## src/hw/rtl/wma_pkg.sv

```systemverilog
// Shared constants and controller/datapath interface types for the averaging unit.
`default_nettype none

package wma_pkg;

  localparam int WINDOW       = 8;
  localparam int NUM_WEIGHTS  = 8;
  localparam int SAMPLE_W     = 32;
  localparam int WEIGHT_W     = 8;
  localparam int WT_W         = 11;
  localparam int CFG_IDX_W    = 4;
  localparam int RING_AW      = (WINDOW > 1) ? $clog2(WINDOW) : 1;
  localparam int POS_W        = RING_AW;
  localparam int FILL_W       = $clog2(WINDOW + 1);
  localparam int WIDX_W       = $clog2(NUM_WEIGHTS);
  localparam int USED_WEIGHTS = (WINDOW < NUM_WEIGHTS) ? WINDOW : NUM_WEIGHTS;
  localparam int WT_RESET     = USED_WEIGHTS;
  localparam int PROD_W       = SAMPLE_W + WEIGHT_W + 1;
  localparam int ACC_W        = 44;
  localparam int REM_W        = WT_W + 1;
  localparam int DIV_STEPS    = ACC_W / 2;
  localparam int DIV_CNT_W    = $clog2(DIV_STEPS);

  typedef struct packed {
    logic store;
    logic mac_issue;
    logic div_init;
    logic div_step;
    logic commit;
    logic out_load;
  } wma_cmd_t;

  typedef struct packed {
    logic full;
    logic wt_zero;
    logic last_issue;
    logic mac_busy;
    logic div_last;
  } wma_status_t;

endpackage

`default_nettype wire

```

## src/hw/rtl/wma_datapath.sv

```systemverilog
// Datapath: weight registers, sample ring, multiply-accumulate pipe, divider, result registers.
`default_nettype none

module wma_datapath (
  input  wire logic                                 clk,
  input  wire logic                                 rst,
  input  wire wma_pkg::wma_cmd_t                    cmd,
  output wma_pkg::wma_status_t                      status,
  input  wire logic signed [wma_pkg::SAMPLE_W-1:0]  sample,
  input  wire logic                                 cfg_we,
  input  wire logic        [wma_pkg::CFG_IDX_W-1:0] cfg_index,
  input  wire logic        [wma_pkg::WEIGHT_W-1:0]  cfg_data,
  output logic signed      [wma_pkg::SAMPLE_W-1:0]  average,
  output logic                                      window_full,
  output logic                                      weight_sum_zero
);

  logic [wma_pkg::WEIGHT_W-1:0] weight [wma_pkg::NUM_WEIGHTS];
  logic [wma_pkg::WT_W-1:0]     weight_total;

  logic [wma_pkg::SAMPLE_W-1:0] ring [wma_pkg::WINDOW];
  logic [wma_pkg::RING_AW-1:0]  write_slot;
  logic [wma_pkg::RING_AW-1:0]  slot_next;
  logic [wma_pkg::RING_AW-1:0]  rd_ptr;
  logic [wma_pkg::RING_AW-1:0]  ptr_inc;
  logic [wma_pkg::FILL_W-1:0]   fill_count;
  logic [wma_pkg::POS_W-1:0]    pos;

  logic [wma_pkg::WEIGHT_W-1:0]       wt_pos;
  logic [wma_pkg::WEIGHT_W-1:0]       wt_q;
  logic signed [wma_pkg::SAMPLE_W-1:0] rd_data;
  logic                               rd_vld;
  logic signed [wma_pkg::PROD_W-1:0]  prod;
  logic                               prod_vld;
  logic signed [wma_pkg::ACC_W-1:0]   acc;

  logic [wma_pkg::REM_W-1:0]    rem;
  logic [wma_pkg::REM_W-1:0]    rem_next;
  logic [wma_pkg::ACC_W-1:0]    quo;
  logic [wma_pkg::ACC_W-1:0]    quo_next;
  logic [wma_pkg::REM_W-1:0]    rt;
  logic [wma_pkg::ACC_W-1:0]    qt;
  logic [wma_pkg::REM_W-1:0]    tt;
  logic                         neg;
  logic [wma_pkg::DIV_CNT_W-1:0] div_cnt;
  logic [wma_pkg::SAMPLE_W-1:0] q32;
  logic [wma_pkg::SAMPLE_W-1:0] held_average;

  always_ff @(posedge clk) begin
    if (rst) begin
      for (int i = 0; i < wma_pkg::NUM_WEIGHTS; i++) begin
        weight[i] <= wma_pkg::WEIGHT_W'(1);
      end
      weight_total <= wma_pkg::WT_W'(wma_pkg::WT_RESET);
    end else if (cfg_we && (cfg_index < wma_pkg::CFG_IDX_W'(wma_pkg::NUM_WEIGHTS))) begin
      weight[cfg_index[wma_pkg::WIDX_W-1:0]] <= cfg_data;
      if (cfg_index < wma_pkg::CFG_IDX_W'(wma_pkg::USED_WEIGHTS)) begin
        weight_total <= weight_total
                        - wma_pkg::WT_W'(weight[cfg_index[wma_pkg::WIDX_W-1:0]])
                        + wma_pkg::WT_W'(cfg_data);
      end
    end
  end

  assign slot_next = (write_slot == wma_pkg::RING_AW'(wma_pkg::WINDOW - 1)) ?
                     '0 : write_slot + 1'b1;
  assign ptr_inc   = (rd_ptr == wma_pkg::RING_AW'(wma_pkg::WINDOW - 1)) ?
                     '0 : rd_ptr + 1'b1;

  always_comb begin
    wt_pos = '0;
    if (int'(pos) < wma_pkg::USED_WEIGHTS) begin
      wt_pos = weight[wma_pkg::WIDX_W'(pos)];
    end
  end

  always_ff @(posedge clk) begin
    if (cmd.store) begin
      ring[write_slot] <= sample;
    end
    if (cmd.mac_issue) begin
      rd_data <= ring[rd_ptr];
    end
  end

  always_ff @(posedge clk) begin
    if (rst) begin
      write_slot <= '0;
      fill_count <= '0;
      rd_ptr     <= '0;
      pos        <= '0;
      rd_vld     <= 1'b0;
      prod_vld   <= 1'b0;
    end else begin
      rd_vld   <= cmd.mac_issue;
      prod_vld <= rd_vld;
      if (cmd.store) begin
        write_slot <= slot_next;
        rd_ptr     <= slot_next;
        pos        <= '0;
        if (fill_count != wma_pkg::FILL_W'(wma_pkg::WINDOW)) begin
          fill_count <= fill_count + 1'b1;
        end
      end else if (cmd.mac_issue) begin
        rd_ptr <= ptr_inc;
        pos    <= pos + 1'b1;
      end
    end
  end

  always_ff @(posedge clk) begin
    if (cmd.mac_issue) begin
      wt_q <= wt_pos;
    end
    prod <= wma_pkg::PROD_W'(rd_data) * wma_pkg::PROD_W'($signed({1'b0, wt_q}));
    if (cmd.store) begin
      acc <= '0;
    end else if (prod_vld) begin
      acc <= acc + {{(wma_pkg::ACC_W - wma_pkg::PROD_W){prod[wma_pkg::PROD_W-1]}}, prod};
    end
  end

  always_comb begin
    rt = rem;
    qt = quo;
    tt = '0;
    for (int k = 0; k < 2; k++) begin
      tt = {rt[wma_pkg::REM_W-2:0], qt[wma_pkg::ACC_W-1]};
      qt = {qt[wma_pkg::ACC_W-2:0], 1'b0};
      if (tt >= {1'b0, weight_total}) begin
        tt    = tt - {1'b0, weight_total};
        qt[0] = 1'b1;
      end
      rt = tt;
    end
    rem_next = rt;
    quo_next = qt;
  end

  assign q32 = quo[wma_pkg::SAMPLE_W-1:0];

  always_ff @(posedge clk) begin
    if (cmd.div_init) begin
      neg     <= acc[wma_pkg::ACC_W-1];
      quo     <= acc[wma_pkg::ACC_W-1] ? -acc : acc;
      rem     <= '0;
      div_cnt <= '0;
    end else if (cmd.div_step) begin
      rem     <= rem_next;
      quo     <= quo_next;
      div_cnt <= div_cnt + 1'b1;
    end
  end

  always_ff @(posedge clk) begin
    if (rst) begin
      held_average <= '0;
    end else if (cmd.commit) begin
      held_average <= neg ? -q32 : q32;
    end
  end

  always_ff @(posedge clk) begin
    if (cmd.out_load) begin
      average         <= held_average;
      window_full     <= status.full;
      weight_sum_zero <= status.wt_zero;
    end
  end

  assign status.full       = (fill_count == wma_pkg::FILL_W'(wma_pkg::WINDOW));
  assign status.wt_zero    = (weight_total == '0);
  assign status.last_issue = (pos == wma_pkg::POS_W'(wma_pkg::WINDOW - 1));
  assign status.mac_busy   = rd_vld | prod_vld;
  assign status.div_last   = (div_cnt == wma_pkg::DIV_CNT_W'(wma_pkg::DIV_STEPS - 1));

endmodule

`default_nettype wire

```

## src/hw/rtl/wma_ctrl.sv

```systemverilog
// Controller state machine: sequences store, accumulate, divide and result handoff.
`default_nettype none

module wma_ctrl (
  input  wire logic                clk,
  input  wire logic                rst,
  input  wire logic                in_valid,
  output logic                     in_ready,
  output logic                     out_valid,
  input  wire logic                out_ready,
  input  wire wma_pkg::wma_status_t status,
  output wma_pkg::wma_cmd_t        cmd
);

  localparam logic [2:0] S_IDLE    = 3'd0;
  localparam logic [2:0] S_CHECK   = 3'd1;
  localparam logic [2:0] S_MAC     = 3'd2;
  localparam logic [2:0] S_DRAIN   = 3'd3;
  localparam logic [2:0] S_DIVINIT = 3'd4;
  localparam logic [2:0] S_DIV     = 3'd5;
  localparam logic [2:0] S_COMMIT  = 3'd6;
  localparam logic [2:0] S_DONE    = 3'd7;

  logic [2:0] state;
  logic [2:0] state_next;
  logic       out_valid_next;

  always_comb begin
    state_next = state;
    cmd        = '0;
    in_ready   = 1'b0;
    unique case (state)
      S_IDLE: begin
        in_ready = 1'b1;
        if (in_valid) begin
          cmd.store  = 1'b1;
          state_next = S_CHECK;
        end
      end
      S_CHECK: begin
        state_next = (status.full && !status.wt_zero) ? S_MAC : S_DONE;
      end
      S_MAC: begin
        cmd.mac_issue = 1'b1;
        if (status.last_issue) begin
          state_next = S_DRAIN;
        end
      end
      S_DRAIN: begin
        if (!status.mac_busy) begin
          state_next = S_DIVINIT;
        end
      end
      S_DIVINIT: begin
        cmd.div_init = 1'b1;
        state_next   = S_DIV;
      end
      S_DIV: begin
        cmd.div_step = 1'b1;
        if (status.div_last) begin
          state_next = S_COMMIT;
        end
      end
      S_COMMIT: begin
        cmd.commit = 1'b1;
        state_next = S_DONE;
      end
      S_DONE: begin
        if (!out_valid || out_ready) begin
          cmd.out_load = 1'b1;
          state_next   = S_IDLE;
        end
      end
      default: begin
        state_next = S_IDLE;
      end
    endcase
  end

  assign out_valid_next = cmd.out_load ? 1'b1 : (out_ready ? 1'b0 : out_valid);

  always_ff @(posedge clk) begin
    if (rst) begin
      state     <= S_IDLE;
      out_valid <= 1'b0;
    end else begin
      state     <= state_next;
      out_valid <= out_valid_next;
    end
  end

endmodule

`default_nettype wire

```

## src/hw/rtl/weighted_moving_average_unit.sv

```systemverilog
// Top level of the weighted moving average unit.
//
//   channel  direction  handshake              payload
//   in       input      in_valid / in_ready    sample
//   out      output     out_valid / out_ready  average, window_full, weight_sum_zero
//   cfg      input      cfg_valid / cfg_ready  cfg_index, cfg_data
//
// An averaging request runs through the check, 8 multiply-accumulate issues, a drain
// of the read and product registers, divider setup, divider steps at two quotient bits
// each across the 44-bit accumulator, commit and output load. A holding request goes
// from the check straight to the output load. The input reopens after the result loads.
// Synchronous reset clears control, weights to 1 and the held average to 0.
// A waiting result does not block the next request; a finished one stalls only if
// the previous result is still held.
`default_nettype none

module weighted_moving_average_unit (
  input  wire logic                                 clk,
  input  wire logic                                 rst,
  input  wire logic                                 in_valid,
  output logic                                      in_ready,
  input  wire logic signed [wma_pkg::SAMPLE_W-1:0]  sample,
  output logic                                      out_valid,
  input  wire logic                                 out_ready,
  output logic signed      [wma_pkg::SAMPLE_W-1:0]  average,
  output logic                                      window_full,
  output logic                                      weight_sum_zero,
  input  wire logic                                 cfg_valid,
  output logic                                      cfg_ready,
  input  wire logic        [wma_pkg::CFG_IDX_W-1:0] cfg_index,
  input  wire logic        [wma_pkg::WEIGHT_W-1:0]  cfg_data
);

  wma_pkg::wma_cmd_t    cmd;
  wma_pkg::wma_status_t status;

  assign cfg_ready = 1'b1;

  wma_ctrl u_ctrl (
    .clk       (clk),
    .rst       (rst),
    .in_valid  (in_valid),
    .in_ready  (in_ready),
    .out_valid (out_valid),
    .out_ready (out_ready),
    .status    (status),
    .cmd       (cmd)
  );

  wma_datapath u_datapath (
    .clk             (clk),
    .rst             (rst),
    .cmd             (cmd),
    .status          (status),
    .sample          (sample),
    .cfg_we          (cfg_valid & cfg_ready),
    .cfg_index       (cfg_index),
    .cfg_data        (cfg_data),
    .average         (average),
    .window_full     (window_full),
    .weight_sum_zero (weight_sum_zero)
  );

endmodule

`default_nettype wire

```

## config.mk

```make
export PLATFORM = sky130hd
export DESIGN_NAME = weighted_moving_average_unit
export DESIGN_NICKNAME = d
export VERILOG_FILES = /design/src/hw/rtl/wma_pkg.sv /design/src/hw/rtl/wma_datapath.sv /design/src/hw/rtl/wma_ctrl.sv /design/src/hw/rtl/weighted_moving_average_unit.sv
export SDC_FILE = /design/constraint.sdc
export NUM_CORES = 2
export LEC_CHECK = 0
export ABC_AREA = 1
export ABC_CLOCK_PERIOD_IN_PS = 4780
export BUFFER_PORTS_ARGS = -buffer_cell sky130_fd_sc_hd__buf_2
export CAP_MARGIN = 40
export CELL_PAD_IN_SITES_DETAIL_PLACEMENT = 1
export CELL_PAD_IN_SITES_GLOBAL_PLACEMENT = 2
export CORE_MARGIN = 5
export CORE_UTILIZATION = 36
export DETAILED_ROUTE_END_ITERATION = 10
export PLACE_DENSITY_LB_ADDON = 0.2
export RECOVER_POWER = 100
export SYNTH_ARGS = -nofsm -noshare
export SYNTH_HDL_FRONTEND = slang
export SYNTH_SLANG_ARGS = --single-unit
export TNS_END_PERCENT = 5
```

## constraint.sdc

```tcl
create_clock -name clk -period 4.78 [get_ports clk]
set_input_delay 1.195 -clock clk [delete_from_list [all_inputs] [get_ports clk]]
set_output_delay 1.195 -clock clk [all_outputs]
set_load 0.1 [all_outputs]
```

==> impl_metrics.json <==
{
  "setup_viol": 0,
  "areaGrowthSynthToFinish_pct": 13.4,
  "start_kind": "register",
  "worstSetupPathType": "reg -> reg",
  "fp.coreArea_um2": 111000,
  "endpoint_kind": "register",
  "finalHoldViolCount": 0,
  "grt_max_degree": 130,
  "synth-edff-count": 439,
  "drv_cap": 10,
  "synth-simple-area-share_pct": 20.0,
  "cp_max_fo": 16,
  "hpwl_um": 95600,
  "worst-path-stages": 20,
  "slew_violations": 485,
  "r2r-end": "u_datapath.prod[38]$_DFF_P_",
  "die_area_um2": 119000,
  "critPathSlowestCell": "fa_1",
  "slowest_delay_ns": 0.55,
  "rsz0062_at_grt": "yes",
  "numCtsBuffers": 72,
  "drt_iter0_drc": 1481,
  "fmax_mhz": 216,
  "final_nets": 5445,
  "worstSkewPairLatency_ns": 0.67,
  "status": "finished, violations left",
  "io_buffers": 84,
  "dp.cells": 6417,
  "fillers": 13300,
  "grt_pass1_vias": 34000,
  "antenna_found_initial": 9,
  "max_slew_margin_pct": -77.0,
  "ioPinCount": 86,
  "final_cells": 6553,
  "synth_warnings": 0,
  "synth_top_family_by_area": "simple AND/OR/NAND/NOR gates",
  "cp.required_ns": 5.35,
  "setup_slack_ns": 0.152,
  "synth_ff_type": "edfxtp_1",
  "crit_chain": "buf_4, clkbuf_16, nand2_1, inv_1, fa_1, inv_1, fa_1, fa_1, fa_1, inv_1, ha_2, nand2_1, nor2_2, inv_1, nor2_2, inv_1, nor2_1, nand4_1, nand3_2, xor2_1",
  "reg2reg_slack_ns": 0.15,
  "rows": 122,
  "ys_seq_area_share_pct": 40.8,
  "r2r-start": "u_datapath.wt_q[5]$_DFFE_PP_",
  "viasPerCell": 4.92,
  "synthXorXnorAreaFrac_pct": 2.74,
  "drive_gt1_share_pct": 7.62,
  "synthCells": 4907,
  "wl_per_cell_um": 19.2,
  "die_h_um": 345,
  "clk_pin_slew_ns": 0.06,
  "skew_ns": 0.0495,
  "yosysUniqueCellTypes": 60,
  "synth_area_leaders": "edfxtp_1, fa_1, nand2_1, inv_1, dfxtp_1",
  "wirelength_um": 126000,
  "fin_crit_sh_pct": 96.8,
  "ys_ff_latch": 602,
  "cts_tree": "yes",
  "cts.root.buffer_cell": "clkbuf_16",
  "gp_congestion": 0.867,
  "violations": "capacitance limit, slew limit",
  "die_w_um": 345,
  "synth_top_area_share_pct": 32.7,
  "yosys-mux-area-fraction_pct": 0,
  "syn_nets": 5340,
  "synthArstFlopShare_pct": 0,
  "crit_end": "u_datapath.prod[38]$_DFF_P_",
  "synth_compound_area_share_pct": 10.1,
  "grt_pass1_wl_um": 195000,
  "cts_buffer_depth": 3,
  "clkSinkCount": 602,
  "crit_path_start": "u_datapath.wt_q[5]$_DFFE_PP_",
  "htree_num_levels": 3,
  "cp.buffers_inverters": 7,
  "grt_overflow": 0,
  "worst_slew_pin_slew_ns": 2.66,
  "fin_setup_tns_ns": 0,
  "synth.most_common_cell": "nand2_1",
  "drt_first_pass_iters": 5,
  "synth_top_cell_by_area": "edfxtp_1",
  "reg2reg_depth": 20,
  "grt_usage_pct": 21.1,
  "synth_fa_ha_area_share_pct": 15.8,
  "syn_avg_cell_area_um2": 8.21,
  "syn-cell-area_um2": 40300,
  "min_period_ns": 4.63,
  "drc": 0,
  "utilization_pct": 41.2,
  "drtAntennaViolNets": 0,
  "hold_class": "reg -> reg",
  "crit_family": "adder cells",
  "via_count": 32200,
  "initial_core_util_pct": 36.3,
  "ctsHoldBuffers": 0,
  "yosys-top-cells-count": "nand2_1, inv_1, nor2_1",
  "cp.arrival_ns": 5.20,
  "cp_common_cell": "inv_1",
  "dp_slack_ns": 0.0589
}
## final cells by class
class	count	area (µm²)	share of cell area, %
Inverter	933	3500	7.67
Antenna cell	1	2.50	0.00548
Multi-Input combinational cell	3200	20000	43.8
Clock buffer	86	1950	4.26
Tap cell	1488	1860	4.08
Timing Repair Buffer	203	1310	2.86
Clock inverter	40	591	1.29
Sequential cell	602	16500	36.0
## how the worst min path moves through the flow
stage | start | to | slack (ns) | cells after the start
after floorplan | u_datapath.rd_vld$_SDFF_PP0_ | u_datapath.prod_vld$_SDFF_PP0_ | 0.40 | 2
after global placement | u_datapath.held_average[22]$_SDFFE_PP0P_ | u_datapath.average[22]$_DFFE_PP_ | 0.41 | 0
after detailed placement | u_datapath.held_average[4]$_SDFFE_PP0P_ | u_datapath.average[4]$_DFFE_PP_ | 0.42 | 0
after CTS | u_datapath.held_average[4]$_SDFFE_PP0P_ | u_datapath.average[4]$_DFFE_PP_ | 0.43 | 0
after global routing | u_datapath.held_average[17]$_SDFFE_PP0P_ | u_datapath.average[17]$_DFFE_PP_ | 0.44 | 0
final | u_datapath.held_average[4]$_SDFFE_PP0P_ | u_datapath.average[4]$_DFFE_PP_ | 0.43 | 0
## flip-flops by register name (all words and copies together) (netlist names), 3 cells and up
| register | flops |
|---|---|
| u_ctrl.state | 3 |
| u_datapath.acc | 44 |
| u_datapath.average | 32 |
| u_datapath.div_cnt | 5 |
| u_datapath.fill_count | 4 |
| u_datapath.held_average | 32 |
| u_datapath.pos | 3 |
| u_datapath.prod | 41 |
| u_datapath.quo | 44 |
| u_datapath.rd_data | 32 |
| u_datapath.rd_ptr | 3 |
| u_datapath.rem | 11 |
| u_datapath.ring | 256 |
| u_datapath.weight | 64 |
| u_datapath.weight_total | 11 |
| u_datapath.write_slot | 3 |
| u_datapath.wt_q | 8 |
## routing by layer
layer  global-route usage, %  vias to the layer above  wire, µm  part of all wire (%)
met5                       0                        -        53                 0.042
met4                    5.16                       10      3030                   2.4
met3                    2.44                      152      3850                   3.1
met2                    36.2                      400     60800                    48
met1                    28.6                    15800     58300                    46
li1                        -                    15800         -                     -
## per-stage QoR
stage	cell area (µm²)	hold slack [ns]
2_1_floorplan	40300	0.399
3_3_place_gp	42800	0.412
3_5_place_dp	42900	0.416
4_1_cts	45400	0.432
5_1_grt	45700	0.442
6_report	45700	0.430
## cell families after synthesis
logic type / Yosys count
simple gates: 1967
other cells: 1
compound gates: 722
flops: 602
xor+xnor: 126
buf+inv: 1105
fa+ha+maj: 384
## timing repair
item                                    4_1_cts  5_1_grt
endpoints found under the setup margin        0       17
buffers inserted                              0        6
resized for setup                             0       97
## cells in the final DEF (no fill, tap or decap), types with 11 or more instances in the layout
cell and count:
ha_1 151, dfxtp_1 160, clkbuf_1 93, nor3_2 11, clkbuf_2 11, o21ai_1 15, buf_2 14, edfxtp_1 439
nor3_1 26, inv_1 914, o22ai_1 41, ha_2 14, a31oi_1 50, o21bai_1 30, o211ai_1 24, nand4_1 53
o21ai_0 335, nor2_4 12, nand2_1 998, fa_1 207, a21oi_1 152, clkbuf_16 77, xnor2_1 22, nor2_1 593
xor2_1 104, clkinv_1 18, nor2_2 24, nand2_2 29, a21oi_2 12, nand3_1 183, buf_4 81, a22oi_1 11
Power is not shown: default switching activity piles up to over one toggle a cycle in this logic, so the estimate is an artifact.
